File: config.mk
export PLATFORM = sky130hd
export DESIGN_NAME = number_to_ascii_formatter_unit_flat
export DESIGN_NICKNAME = d
export VERILOG_FILES = /design/src/rtl/n2a_pkg.sv /design/src/rtl/n2a_if.sv /design/src/rtl/n2a_bcd_conv.sv /design/src/rtl/number_to_ascii_formatter_unit.sv /design/src/flat_wrapper.sv
export SDC_FILE = /design/constraint.sdc
export NUM_CORES = 1
export LEC_CHECK = 0
export ABC_AREA = 1
export BUFFER_PORTS_ARGS = -buffer_cell sky130_fd_sc_hd__buf_2
export CAP_MARGIN = 10
export CORE_UTILIZATION = 57
export CTS_BUF_LIST = sky130_fd_sc_hd__clkbuf_4 sky130_fd_sc_hd__clkbuf_8
export DETAILED_ROUTE_END_ITERATION = 8
export GPL_TIMING_DRIVEN = 0
export HOLD_SLACK_MARGIN = 0.08
export PLACE_DENSITY = 0.86
export SETUP_SLACK_MARGIN = 0.3
export SYNTH_ARGS = -nofsm -noshare
export SYNTH_HDL_FRONTEND = slang
export SYNTH_SLANG_ARGS = --single-unit
File: constraint.sdc
create_clock -name clock -period 5 [get_ports clock]
set_input_delay 0.25 -clock clock [delete_from_list [all_inputs] [get_ports clock]]
set_output_delay 0.25 -clock clock [all_outputs]
set_load 0.01 [all_outputs]
File: src/rtl/n2a_pkg.sv
// shared types, codes and character helpers for the number to ascii formatter
// no dependencies; used by the interfaces, the bcd converter and the top level
package n2a_pkg;

   localparam int VALUE_W    = 32;
   localparam int CHAR_W     = 8;
   localparam int BCD_DIGITS = 10;
   localparam int BCD_W      = 4 * BCD_DIGITS;
   localparam int DCNT_W     = 4;
   localparam int BITCNT_W   = 5;

   // format selector codes
   localparam logic [1:0] FMT_DEC  = 2'd0;
   localparam logic [1:0] FMT_HEX  = 2'd1;
   localparam logic [1:0] FMT_TEMP = 2'd2;

   // character constants
   localparam logic [CHAR_W-1:0] CH_ZERO  = 8'h30;
   localparam logic [CHAR_W-1:0] CH_ALPHA = 8'h37;  // 'A' - 10
   localparam logic [CHAR_W-1:0] CH_X     = 8'h78;
   localparam logic [CHAR_W-1:0] CH_MINUS = 8'h2D;
   localparam logic [CHAR_W-1:0] CH_DOT   = 8'h2E;
   localparam logic [CHAR_W-1:0] CH_SPACE = 8'h20;
   localparam logic [CHAR_W-1:0] CH_UPC   = 8'h43;
   localparam logic [CHAR_W-1:0] CH_CR    = 8'h0D;
   localparam logic [CHAR_W-1:0] CH_LF    = 8'h0A;

   // digit counts: minimums kept by leading zero removal, hex digits, all bcd digits
   localparam logic [DCNT_W-1:0] DEC_MIN_DIGITS  = 4'd1;
   localparam logic [DCNT_W-1:0] TEMP_MIN_DIGITS = 4'd3;
   localparam logic [DCNT_W-1:0] HEX_DIGITS      = 4'd8;
   localparam logic [DCNT_W-1:0] ALL_DIGITS      = 4'd10;

   typedef enum logic [7:0] {
      S_IDLE  = 8'b0000_0001,
      S_CONV  = 8'b0000_0010,
      S_STRIP = 8'b0000_0100,
      S_PRE0  = 8'b0000_1000,
      S_PRE1  = 8'b0001_0000,
      S_DIG   = 8'b0010_0000,
      S_DOT   = 8'b0100_0000,
      S_TAIL  = 8'b1000_0000
   } state_type;

   // "0123456789ABCDEF" lookup
   function automatic logic [CHAR_W-1:0] hex_char(input logic [3:0] nib);
      logic [CHAR_W-1:0] ext;
      ext = {4'h0, nib};
      return (nib < 4'd10) ? (CH_ZERO + ext) : (CH_ALPHA + ext);
   endfunction

   // " C\r\n"
   function automatic logic [CHAR_W-1:0] tail_char(input logic [1:0] idx);
      logic [CHAR_W-1:0] ch;
      unique case (idx)
         2'd0: ch = CH_SPACE;
         2'd1: ch = CH_UPC;
         2'd2: ch = CH_CR;
         2'd3: ch = CH_LF;
         default: ch = CH_SPACE;
      endcase
      return ch;
   endfunction

   // add 3 to every bcd digit that is 5 or more, ahead of the shift
   function automatic logic [BCD_W-1:0] bcd_adjust(input logic [BCD_W-1:0] bcd);
      logic [BCD_W-1:0] res;
      res = bcd;
      for (int d = 0; d < BCD_DIGITS; d++) begin
         if (bcd[4*d +: 4] >= 4'd5) begin
            res[4*d +: 4] = bcd[4*d +: 4] + 4'd3;
         end
      end
      return res;
   endfunction

endpackage

File: src/rtl/n2a_if.sv
// valid/ready channel interfaces for the request and response sides
// depends on n2a_pkg for field widths
interface n2a_req_if
   import n2a_pkg::*;
();
   logic                      valid;
   logic                      ready;
   logic [1:0]                req_type;
   logic signed [VALUE_W-1:0] value;

   modport source (output valid, output req_type, output value, input ready);
   modport sink   (input valid, input req_type, input value, output ready);
endinterface

interface n2a_rsp_if
   import n2a_pkg::*;
();
   logic              valid;
   logic              ready;
   logic [CHAR_W-1:0] char_code;
   logic              last;

   modport source (output valid, output char_code, output last, input ready);
   modport sink   (input valid, input char_code, input last, output ready);
endinterface

File: src/rtl/n2a_bcd_conv.sv
// bit-serial binary to bcd converter (shift and add 3), one bit per cycle
// depends on n2a_pkg; instantiated by number_to_ascii_formatter_unit
module n2a_bcd_conv
   import n2a_pkg::*;
(
   input  logic                clock,
   input  logic                reset,
   input  logic                start,
   input  logic [VALUE_W-1:0]  mag,
   output logic                done,
   output logic [BCD_W-1:0]    bcd
);

   logic [VALUE_W-1:0]  bin_ff, bin_in;
   logic [BCD_W-1:0]    bcd_ff, bcd_in;
   logic [BITCNT_W-1:0] cnt_ff, cnt_in;
   logic                run_ff, run_in;
   logic                done_ff, done_in;
   logic [BCD_W-1:0]    adj;

   assign adj = bcd_adjust(bcd_ff);

   always_comb begin
      bin_in  = bin_ff;
      bcd_in  = bcd_ff;
      cnt_in  = cnt_ff;
      run_in  = run_ff;
      done_in = 1'b0;
      if (start) begin
         bin_in = mag;
         bcd_in = '0;
         cnt_in = BITCNT_W'(VALUE_W - 1);
         run_in = 1'b1;
      end else if (run_ff) begin
         bcd_in = {adj[BCD_W-2:0], bin_ff[VALUE_W-1]};
         bin_in = {bin_ff[VALUE_W-2:0], 1'b0};
         cnt_in = cnt_ff - 1'b1;
         if (cnt_ff == '0) begin
            run_in  = 1'b0;
            done_in = 1'b1;
         end
      end
   end

   always_ff @(posedge clock) begin
      if (reset) begin
         run_ff  <= 1'b0;
         done_ff <= 1'b0;
      end else begin
         run_ff  <= run_in;
         done_ff <= done_in;
      end
      bin_ff <= bin_in;
      bcd_ff <= bcd_in;
      cnt_ff <= cnt_in;
   end

   assign done = done_ff;
   assign bcd  = bcd_ff;

endmodule

File: src/rtl/number_to_ascii_formatter_unit.sv
// number to ascii formatter top level: sequencer, leading zero removal, output register
// depends on n2a_pkg, n2a_req_if / n2a_rsp_if and n2a_bcd_conv
//
// Formats one 32-bit value per request as ASCII text, one character per response
// beat with last set on the final character. Selector 0 gives signed decimal,
// 1 gives "0x" and eight uppercase hex digits, 2 reads the value as hundredths
// and gives "[-]int.ff C\r\n"; selector 3 is accepted and produces nothing.
// One request is handled at a time. Decimal and temperature requests start the
// bit-serial bcd converter (one bit per cycle over 32 bits), then drop leading
// zeros (up to nine for decimal, seven for temperature) and emit one character
// per cycle while the response sink takes them. Hex requests skip the converter
// and leading zero removal. The request side is ready again in the same cycle
// that the last character enters the output register; a stalled response sink
// holds the sequencer.
module number_to_ascii_formatter_unit
   import n2a_pkg::*;
(
   input  logic       clock,
   input  logic       reset,
   n2a_req_if.sink    req_bus,
   n2a_rsp_if.source  rsp_bus
);

   state_type           state_ff, state_in;
   logic [1:0]          fmt_ff, fmt_in;
   logic                neg_ff, neg_in;
   logic [BCD_W-1:0]    sr_ff, sr_in;
   logic [DCNT_W-1:0]   dcnt_ff, dcnt_in;
   logic [1:0]          tcnt_ff, tcnt_in;
   logic                rsp_valid_ff, rsp_valid_in;
   logic [CHAR_W-1:0]   rsp_char_ff, rsp_char_in;
   logic                rsp_last_ff, rsp_last_in;

   logic                accept;
   logic                adv;
   logic                conv_start;
   logic                conv_done;
   logic [VALUE_W-1:0]  raw;
   logic [VALUE_W-1:0]  mag;
   logic [BCD_W-1:0]    conv_bcd;
   logic [DCNT_W-1:0]   min_digits;
   logic                is_temp;

   assign req_bus.ready = (state_ff == S_IDLE);
   assign accept        = req_bus.valid && req_bus.ready;
   assign adv           = !rsp_valid_ff || rsp_bus.ready;
   assign raw           = req_bus.value;
   assign mag           = raw[VALUE_W-1] ? (VALUE_W'(0) - raw) : raw;
   assign is_temp       = (fmt_ff == FMT_TEMP);
   assign min_digits    = is_temp ? TEMP_MIN_DIGITS : DEC_MIN_DIGITS;
   assign conv_start    = accept && (req_bus.req_type == FMT_DEC ||
                                     req_bus.req_type == FMT_TEMP);

   n2a_bcd_conv u_conv (
      .clock (clock),
      .reset (reset),
      .start (conv_start),
      .mag   (mag),
      .done  (conv_done),
      .bcd   (conv_bcd)
   );

   always_comb begin
      state_in     = state_ff;
      fmt_in       = fmt_ff;
      neg_in       = neg_ff;
      sr_in        = sr_ff;
      dcnt_in      = dcnt_ff;
      tcnt_in      = tcnt_ff;
      rsp_valid_in = rsp_valid_ff && !rsp_bus.ready;
      rsp_char_in  = rsp_char_ff;
      rsp_last_in  = rsp_last_ff;

      unique case (state_ff)
         S_IDLE: begin
            if (accept) begin
               fmt_in = req_bus.req_type;
               neg_in = raw[VALUE_W-1];
               priority if (req_bus.req_type == FMT_HEX) begin
                  sr_in    = {raw, 8'h00};
                  dcnt_in  = HEX_DIGITS;
                  state_in = S_PRE0;
               end else if (conv_start) begin
                  state_in = S_CONV;
               end else begin
                  state_in = S_IDLE;  // unused selector, dropped
               end
            end
         end
         S_CONV: begin
            if (conv_done) begin
               sr_in    = conv_bcd;
               dcnt_in  = ALL_DIGITS;
               state_in = S_STRIP;
            end
         end
         S_STRIP: begin
            if (dcnt_ff > min_digits && sr_ff[BCD_W-1 -: 4] == 4'h0) begin
               sr_in   = {sr_ff[BCD_W-5:0], 4'h0};
               dcnt_in = dcnt_ff - 1'b1;
            end else begin
               state_in = neg_ff ? S_PRE0 : S_DIG;
            end
         end
         S_PRE0: begin
            if (adv) begin
               rsp_valid_in = 1'b1;
               rsp_last_in  = 1'b0;
               rsp_char_in  = (fmt_ff == FMT_HEX) ? CH_ZERO : CH_MINUS;
               state_in     = (fmt_ff == FMT_HEX) ? S_PRE1 : S_DIG;
            end
         end
         S_PRE1: begin
            if (adv) begin
               rsp_valid_in = 1'b1;
               rsp_last_in  = 1'b0;
               rsp_char_in  = CH_X;
               state_in     = S_DIG;
            end
         end
         S_DIG: begin
            if (adv) begin
               rsp_valid_in = 1'b1;
               rsp_char_in  = hex_char(sr_ff[BCD_W-1 -: 4]);
               rsp_last_in  = (dcnt_ff == 4'd1) && !is_temp;
               sr_in        = {sr_ff[BCD_W-5:0], 4'h0};
               dcnt_in      = dcnt_ff - 1'b1;
               priority if (dcnt_ff == 4'd1) begin
                  tcnt_in  = 2'd0;
                  state_in = is_temp ? S_TAIL : S_IDLE;
               end else if (is_temp && dcnt_ff == 4'd3) begin
                  state_in = S_DOT;  // integer part done, fraction follows
               end else begin
                  state_in = S_DIG;
               end
            end
         end
         S_DOT: begin
            if (adv) begin
               rsp_valid_in = 1'b1;
               rsp_last_in  = 1'b0;
               rsp_char_in  = CH_DOT;
               state_in     = S_DIG;
            end
         end
         S_TAIL: begin
            if (adv) begin
               rsp_valid_in = 1'b1;
               rsp_char_in  = tail_char(tcnt_ff);
               rsp_last_in  = (tcnt_ff == 2'd3);
               tcnt_in      = tcnt_ff + 1'b1;
               if (tcnt_ff == 2'd3) begin
                  state_in = S_IDLE;
               end
            end
         end
         default: state_in = S_IDLE;
      endcase
   end

   always_ff @(posedge clock) begin
      if (reset) begin
         state_ff     <= S_IDLE;
         rsp_valid_ff <= 1'b0;
      end else begin
         state_ff     <= state_in;
         rsp_valid_ff <= rsp_valid_in;
      end
      fmt_ff      <= fmt_in;
      neg_ff      <= neg_in;
      sr_ff       <= sr_in;
      dcnt_ff     <= dcnt_in;
      tcnt_ff     <= tcnt_in;
      rsp_char_ff <= rsp_char_in;
      rsp_last_ff <= rsp_last_in;
   end

   assign rsp_bus.valid     = rsp_valid_ff;
   assign rsp_bus.char_code = rsp_char_ff;
   assign rsp_bus.last      = rsp_last_ff;

endmodule
File: src/flat_wrapper.sv
// flat-port wrapper written by rule: the top's interface ports become plain ports
module number_to_ascii_formatter_unit_flat import n2a_pkg::*;
  (clock, reset, req_bus_valid, req_bus_req_type, req_bus_value, req_bus_ready, rsp_bus_valid, rsp_bus_char_code, rsp_bus_last, rsp_bus_ready);
  n2a_req_if req_bus_i ();
  n2a_rsp_if rsp_bus_i ();
  input  logic clock;
  input  logic reset;
  input wire logic [$bits(req_bus_i.valid)-1:0] req_bus_valid;
  input wire logic [$bits(req_bus_i.req_type)-1:0] req_bus_req_type;
  input wire logic [$bits(req_bus_i.value)-1:0] req_bus_value;
  output wire logic [$bits(req_bus_i.ready)-1:0] req_bus_ready;
  output wire logic [$bits(rsp_bus_i.valid)-1:0] rsp_bus_valid;
  output wire logic [$bits(rsp_bus_i.char_code)-1:0] rsp_bus_char_code;
  output wire logic [$bits(rsp_bus_i.last)-1:0] rsp_bus_last;
  input wire logic [$bits(rsp_bus_i.ready)-1:0] rsp_bus_ready;
  assign req_bus_i.valid = req_bus_valid;
  assign req_bus_i.req_type = req_bus_req_type;
  assign req_bus_i.value = req_bus_value;
  assign req_bus_ready = req_bus_i.ready;
  assign rsp_bus_valid = rsp_bus_i.valid;
  assign rsp_bus_char_code = rsp_bus_i.char_code;
  assign rsp_bus_last = rsp_bus_i.last;
  assign rsp_bus_i.ready = rsp_bus_ready;
  number_to_ascii_formatter_unit u_core (.clock(clock), .reset(reset), .req_bus(req_bus_i), .rsp_bus(rsp_bus_i));
endmodule
Word-level counts from Yosys, hierarchy flattened --
Index checks and enable logic that the tools add are counted.
Storage, ports and cells: flip-flop bits (word level) 146, output and inout bits 11, logic and storage cells 169
Operators by class: bitwise operators 1, muxes and demuxes 65, eq/ne operators 31, order comparisons 12, reduce and logical (&&, ||, !) cells 30, add/sub/neg operators 16
Operator list (count):
- 40-bit 2-to-1 mux | 5
- 40-bit case mux with 4 select lines | 1
- 8-bit 2-to-1 mux | 17
- 32-bit 2-to-1 mux | 3
- 4-bit 2-to-1 mux | 14
- 8-bit case mux with 7 select lines | 1
- 4-bit by 3-bit >= comparator with 1-bit output (second input constant) | 10
- 8-bit case mux with 5 select lines | 1
- 4-bit by 2-bit adder with 4-bit output (second input constant) | 9
- 8-bit case mux with 4 select lines | 1
- 1-bit by 32-bit subtractor with 32-bit output (first input constant) | 1
- 2-bit by 1-bit inequality test with 1-bit output (second input constant) | 10
- 4-bit case mux with 4 select lines | 1
- 6-bit by 4-bit adder with 7-bit output (first input constant) | 2
- 6-bit 2-to-1 mux | 2
- 6-bit AND reduction | 2
- 2-bit 2-to-1 mux | 5
- 1-bit 2-to-1 mux | 9
- 2-bit == test (second input constant) | 4
- 8-bit by 1-bit == test with 1-bit output (second input constant) | 1
- 8-bit by 2-bit == test with 1-bit output (second input constant) | 1
- 8-bit by 3-bit == test with 1-bit output (second input constant) | 1
- 8-bit by 4-bit == test with 1-bit output (second input constant) | 1
- 8-bit by 5-bit == test with 1-bit output (second input constant) | 1
- other kinds (35) | 52

Depth between registers and ports, before layout --
depth in word-level cells 7, depth in mapped cells 14

Modules after synthesis --
From an unflattened synthesis, not the netlist that was laid out.
Unflattened totals: cells, all modules 1073, area, all modules 8410.6 um^2
Modules (own cells, without submodules):
- number_to_ascii_formatter_unit | area each 4526.8 um^2, instances 1, cells an instance 564
- n2a_bcd_conv | area each 3883.7 um^2, instances 1, cells an instance 509

Worst setup path before layout --
No wires, ideal clock.
kind register to register, start point register u_core.fmt_ff[0], end point register u_core.dcnt_ff[0] (enable), period minus slack after synthesis 4794 ps, data required time 4500 ps, cell stages (with the launch flop) 9, arrival 4294 ps, slack 206 ps, cells stage by stage edfxtp_1 -> nor2_1 -> inv_1 -> ha_1 -> nand2_1 -> nand2_1 -> a21oi_1 -> o21ai_0 -> nor3_1
Between the ends: longest elaborated chain between the ends 6
Ends and longest elaborated chain:
- from (decl) | line number_to_ascii_formatter_unit.sv:25 | logic [1:0] fmt_ff, fmt_in;
- from (signal assigned) | line number_to_ascii_formatter_unit.sv:169 | fmt_ff <= fmt_in;
- 2-bit == test | line number_to_ascii_formatter_unit.sv:49 | assign is_temp = (fmt_ff == FMT_TEMP);
- 2-bit 2-to-1 mux | line number_to_ascii_formatter_unit.sv:50 | assign min_digits = is_temp ? TEMP_MIN_DIGITS : DEC_MIN_DIGITS;
- 4-bit > comparator | line number_to_ascii_formatter_unit.sv:98 | if (dcnt_ff > min_digits && sr_ff[BCD_W-1 -: 4] == 4'h0) begin
- 1-bit logical AND | line number_to_ascii_formatter_unit.sv:98
- 2-bit by 1-bit inequality test with 1-bit output (no source line)
- 6-bit AND reduction (no source line)
- to (signal assigned) | line number_to_ascii_formatter_unit.sv:172 | dcnt_ff <= dcnt_in;
- to (decl) | line number_to_ascii_formatter_unit.sv:28 | logic [DCNT_W-1:0] dcnt_ff, dcnt_in;
No other way between the ends. A chain may end at the register's enable or synchronous reset.

Worst setup path after layout --
start point register u_core.fmt_ff[0], end point register u_core.sr_ff[30] (enable)
Between the ends: longest elaborated chain between the ends 6
Ends and longest elaborated chain:
- 2-bit == test | line number_to_ascii_formatter_unit.sv:49
- 2-bit 2-to-1 mux | line number_to_ascii_formatter_unit.sv:50
- 4-bit > comparator | line number_to_ascii_formatter_unit.sv:98
- 1-bit logical AND | line number_to_ascii_formatter_unit.sv:98
- 2-bit by 1-bit inequality test with 1-bit output (no source line)
- 6-bit AND reduction (no source line)
- to (signal assigned) | line number_to_ascii_formatter_unit.sv:171 | sr_ff <= sr_in;
- to (decl) | line number_to_ascii_formatter_unit.sv:27 | logic [BCD_W-1:0] sr_ff, sr_in;
No other way between the ends.

==> key figures <==
Status
  • Status: completed

Power
  • Leakage: 3.95 nW
  • Sw Pwr: 2.37 mW
  • Cell internal pwr: 3.25 mW
  • VDD IR max: 0.000346 V
  • Logic gate share of total power: 43.1%
  • Total power density per cell area: 608 nW/um^2
  • Sequential Power Share: 40.0%
  • Switching part of the total: 42.2%
  • Fraction of power consumed by the clock network: 16.9%

Global route
  • Vias in the first global route: 6942
  • Wire length of the first global-routing pass: 34900 um
  • Gr ovfl total: 0
  • Pin count of the biggest net entering global routing: 42
  • Number of antenna violations at the first check in global routing: 1
  • Gr usage total: 31.0%

Synthesis
  • Portion of the post-synthesis area used by sequential elements: 45.8%
  • Mapped cell area: 8290 um^2
  • Syn. warnings: 0
  • Average cell area after synthesis: 8.21 um^2
  • EDFF count, synth: 89
  • Main combinational cell family by area after synthesis: simple AND/OR/NAND/NOR gates
  • Synthesized netlist net count: 1082
  • Post-synth top flop: sky130_fd_sc_hd__edfxtp_1
  • Cell accounting for the most synthesized area: sky130_fd_sc_hd__edfxtp_1
  • Proportion of netlist area held by the largest area contributor: 32.2%
  • Unique masters post-synth: 41
  • Cell count after synthesis: 1010
  • Synth Register Bits: 145
  • Largest cells by area after synthesis: sky130_fd_sc_hd__edfxtp_1 (32%), sky130_fd_sc_hd__dfxtp_1 (14%), sky130_fd_sc_hd__nand2_1 (10%), sky130_fd_sc_hd__inv_1 (5.7%), sky130_fd_sc_hd__ha_1 (5.1%)
  • Simple-gate area share of the yosys netlist: 23.1%
  • Complex-gate fraction of the synthesized area: 14.2%
  • Multiplexer share of the synthesized area: 0%
  • Share of the synthesized netlist area taken by xor and xnor gates: 3.17%
  • Async S/R FF share, synth: 0%
  • Post-synthesis adder-cell area fraction: 5.13%

Cells and area
  • Most frequent standard cell in the layout excluding fill and tap cells: sky130_fd_sc_hd__nand2_1
  • Fraction of layout cells with a size suffix above 1: 12.7%
  • Ant diodes: 0
  • Final design area excluding fillers: 9240 um^2
  • Area growth, synth to finish: 11.5%
  • Final core occ: 65.8%
  • Commonest cells after routing, fill and taps aside: sky130_fd_sc_hd__nand2_1 (227), sky130_fd_sc_hd__inv_1 (125), sky130_fd_sc_hd__edfxtp_1 (89), sky130_fd_sc_hd__nor2_1 (74), sky130_fd_sc_hd__o21ai_0 (74)
  • Final-stage net count: 1154

Detailed routing
  • Via count: 7486
  • Final Routed Wirelength: 22000 um
  • Vias per inst: 5.87
  • Post-route antenna net violation count: 0
  • Detailed-routing iteration count for the pre-antenna-repair pass: 7
  • Number of DRC markers after the initial detailed-route iteration: 1030
  • Wire length per cell: 17.3 um
  • DRC violation count after routing: 0

STA
  • Total negative setup slack: 0 ns
  • Final Hold Vio Count: 0
  • Final WS setup: 2.15 ns
  • Clock Skew: 0.0115 ns
  • Period Utilization, post-route: 56.9%
  • Max-slew violation count: 0
  • Rel. slew slack: 33.8%
  • Upper clock frequency limit: 0.351 GHz
  • Endpoints failing setup: 0
  • Setup repair after global routing missed its margin: false
  • Minimum clock period: 2.85 ns
  • Slew at the pin closest to its max-slew limit: 0.993 ns

Setup path
  • Library cell appearing most often on the critical path: sky130_fd_sc_hd__nand2_1
  • Capture instance of the worst register-to-register path: u_core.sr_ff[30]$_DFFE_PP_
  • Launching element type of the critical path: flip-flop
  • Crit. End Element: flip-flop
  • Worst Setup SP: u_core.fmt_ff[0]$_DFFE_PP_
  • Crit path arrival time: 3.03 ns
  • Worst Reg-to-Reg Cells: 10
  • Worst endpoint required time: 5.19 ns
  • Delay contributed by the slowest stage of the critical path: 0.54 ns
  • Ordered cell list for the critical path: nor2_1 > inv_1 > ha_1 > nand2_1 > nand2_1 > a21oi_1 > o21ai_0 > nor3_4 > buf_8 > buf_16
  • Category of the critical setup timing path: reg -> reg
  • Cell type of the slowest stage on the worst timing path: sky130_fd_sc_hd__nor3_4
  • Slack of the worst reg-to-reg path: 2.15 ns
  • Peak fanout along the critical path: 19
  • End point of the critical path: u_core.sr_ff[30]$_DFFE_PP_
  • Worst R2R Start: u_core.fmt_ff[0]$_DFFE_PP_

Placement
  • GP Congestion: 0.958
  • Cell Area, Placed: 8800 um^2
  • IO Port Bufs: 47
  • DPL Wire Length: 16100 um
  • Worst Setup Slack post-DPL: 2.21 ns

Floorplan
  • Horiz. Die Dim: 123 um
  • Cell Rows: 43
  • Full die area: 15000 um^2
  • Initial core utilization: 59.0%
  • Die Span Y: 123 um
  • I/O Pins: 49
  • Area inside the core boundary: 14000 um^2

Clocking
  • Clock tree from TritonCTS: done
  • Deepest level of the CTS H-tree: 4
  • Clock sink total: 145
  • Source-to-sink clock delay at the later pin of the worst-skew pair: 0.47 ns
  • Postcts setup bufs: 0
  • Master cell of the clock root buffer: sky130_fd_sc_hd__clkbuf_8
  • Clock transition at path regs: 0.08 ns
  • Total clock buffers created by CTS: 17
  • Maximum buffer depth of the clock tree: 2

Hold path
  • Worst min-delay path class: in -> reg

Run
  • Max-cap violation count: 0
==> cells by family (layout without fill, tap and decap cells) <==
group / after synthesis / in the layout
compound gates: 203 / 203
xor+xnor: 30 / 30
fa+ha+maj: 34 / 34
buf+inv: 173 / 258
flops: 145 / 145
other cells: 1 / 1
simple gates: 424 / 424
==> worst min-delay path by stage <==
stage | from | slack, ns | endpoint | cells past startpoint
CTS | req_bus_value[0] | 0.11 | u_core.u_conv.bin_ff[0]$_SDFFCE_PN0P_ | 3
floorplan | reset | 0.32 | u_core.u_conv.run_ff$_SDFF_PP0_ | 1
finish | req_bus_value[0] | 0.14 | u_core.u_conv.bin_ff[0]$_SDFFCE_PN0P_ | 3
global route | req_bus_value[0] | 0.13 | u_core.u_conv.bin_ff[0]$_SDFFCE_PN0P_ | 3
detailed placement | req_bus_req_type[1] | 0.45 | u_core.fmt_ff[1]$_DFFE_PP_ | 1
global placement | req_bus_req_type[1] | 0.45 | u_core.fmt_ff[1]$_DFFE_PP_ | 1
==> state kept, by name, indices dropped and copies added (netlist names) <==
name	flops
u_core.rsp_bus.char_code	7
u_core.u_conv.bin_ff	32
u_core.u_conv.run_ff	1
u_core.dcnt_ff	4
u_core.tcnt_ff	2
u_core.u_conv.cnt_ff	5
u_core.rsp_bus.last	1
u_core.neg_ff	1
u_core.state_ff	8
u_core.rsp_bus.valid	1
u_core.sr_ff	40
u_core.u_conv.bcd	40
u_core.fmt_ff	2
u_core.u_conv.done	1
==> routing by layer <==
layer	global-route usage [%]	part of all wire [%]
met5	0	0.059
met1	40.4	42
met4	14.0	2.9
met3	6.88	8.9
met2	49.3	46
==> area by class of cell <==
type | instances | area, um^2
fill | 1148 | 4800
multi-input combinational | 692 | 3790
sequential | 145 | 3790
inverter | 136 | 513
timing repair buffer | 53 | 318
clock buffer | 24 | 293
tap | 180 | 225
buffer | 37 | 199
clock inverter | 8 | 105
==> synthesized netlist by cell type, types with 3 or more instances <==
master and count:
sky130_fd_sc_hd__buf_2 12, sky130_fd_sc_hd__o22ai_1 12, sky130_fd_sc_hd__o211ai_1 12, sky130_fd_sc_hd__ha_1 34, sky130_fd_sc_hd__inv_2 9, sky130_fd_sc_hd__nor2_4 8, sky130_fd_sc_hd__nor2_2 5, sky130_fd_sc_hd__inv_1 125
sky130_fd_sc_hd__nand2_1 227, sky130_fd_sc_hd__buf_4 6, sky130_fd_sc_hd__clkbuf_1 12, sky130_fd_sc_hd__edfxtp_1 89, sky130_fd_sc_hd__a21oi_1 49, sky130_fd_sc_hd__nand3_2 4, sky130_fd_sc_hd__buf_1 4, sky130_fd_sc_hd__buf_6 3
sky130_fd_sc_hd__nor3_1 3, sky130_fd_sc_hd__nand2_4 4, sky130_fd_sc_hd__nand3b_1 4, sky130_fd_sc_hd__o21ai_0 74, sky130_fd_sc_hd__nand4_1 20, sky130_fd_sc_hd__nand3_1 68, sky130_fd_sc_hd__o221ai_1 27, sky130_fd_sc_hd__dfxtp_1 56
sky130_fd_sc_hd__xor2_1 29, sky130_fd_sc_hd__nor2_1 74, sky130_fd_sc_hd__o21ai_1 25
==> what timing repair did <==
action,CTS,global route
endpoints found under the hold margin,5,0
hold buffers,4,0
gates resized for setup,0,0
==> metrics by stage <==
stage	hold WS (ns)	power (mW)	std cells
4_1_cts	0.114	5.58	1275
2_1_floorplan	0.319	3.86	1010
3_3_place_gp	0.449	4.42	1237
3_5_place_dp	0.452	4.62	1239
5_1_grt	0.126	5.99	1275
6_report	0.139	5.62	1275
==> worst max-delay path, delay by kind of cell (launching register included) <==
family                   cells  cell delay, ns
buffers and inverters        3            0.55
flip-flops                   1            0.44
AND/OR/NAND/NOR              4            0.97
adder cells (fa/ha/maj)      1            0.29
AO/OA/AOI/OAI                2            0.32
==> power by group through the flow <==
stage | combinational (mW) | clock (mW) | sequential, mW
4_1_cts | 2.39 | 0.952 | 2.24
5_1_grt | 2.69 | 1.01 | 2.30
3_5_place_dp | 2.36 | 0 | 2.26
3_3_place_gp | 2.14 | 0 | 2.27
2_1_floorplan | 1.63 | 0 | 2.23
6_report | 2.42 | 0.949 | 2.25
(Power assumes the default switching activity.)
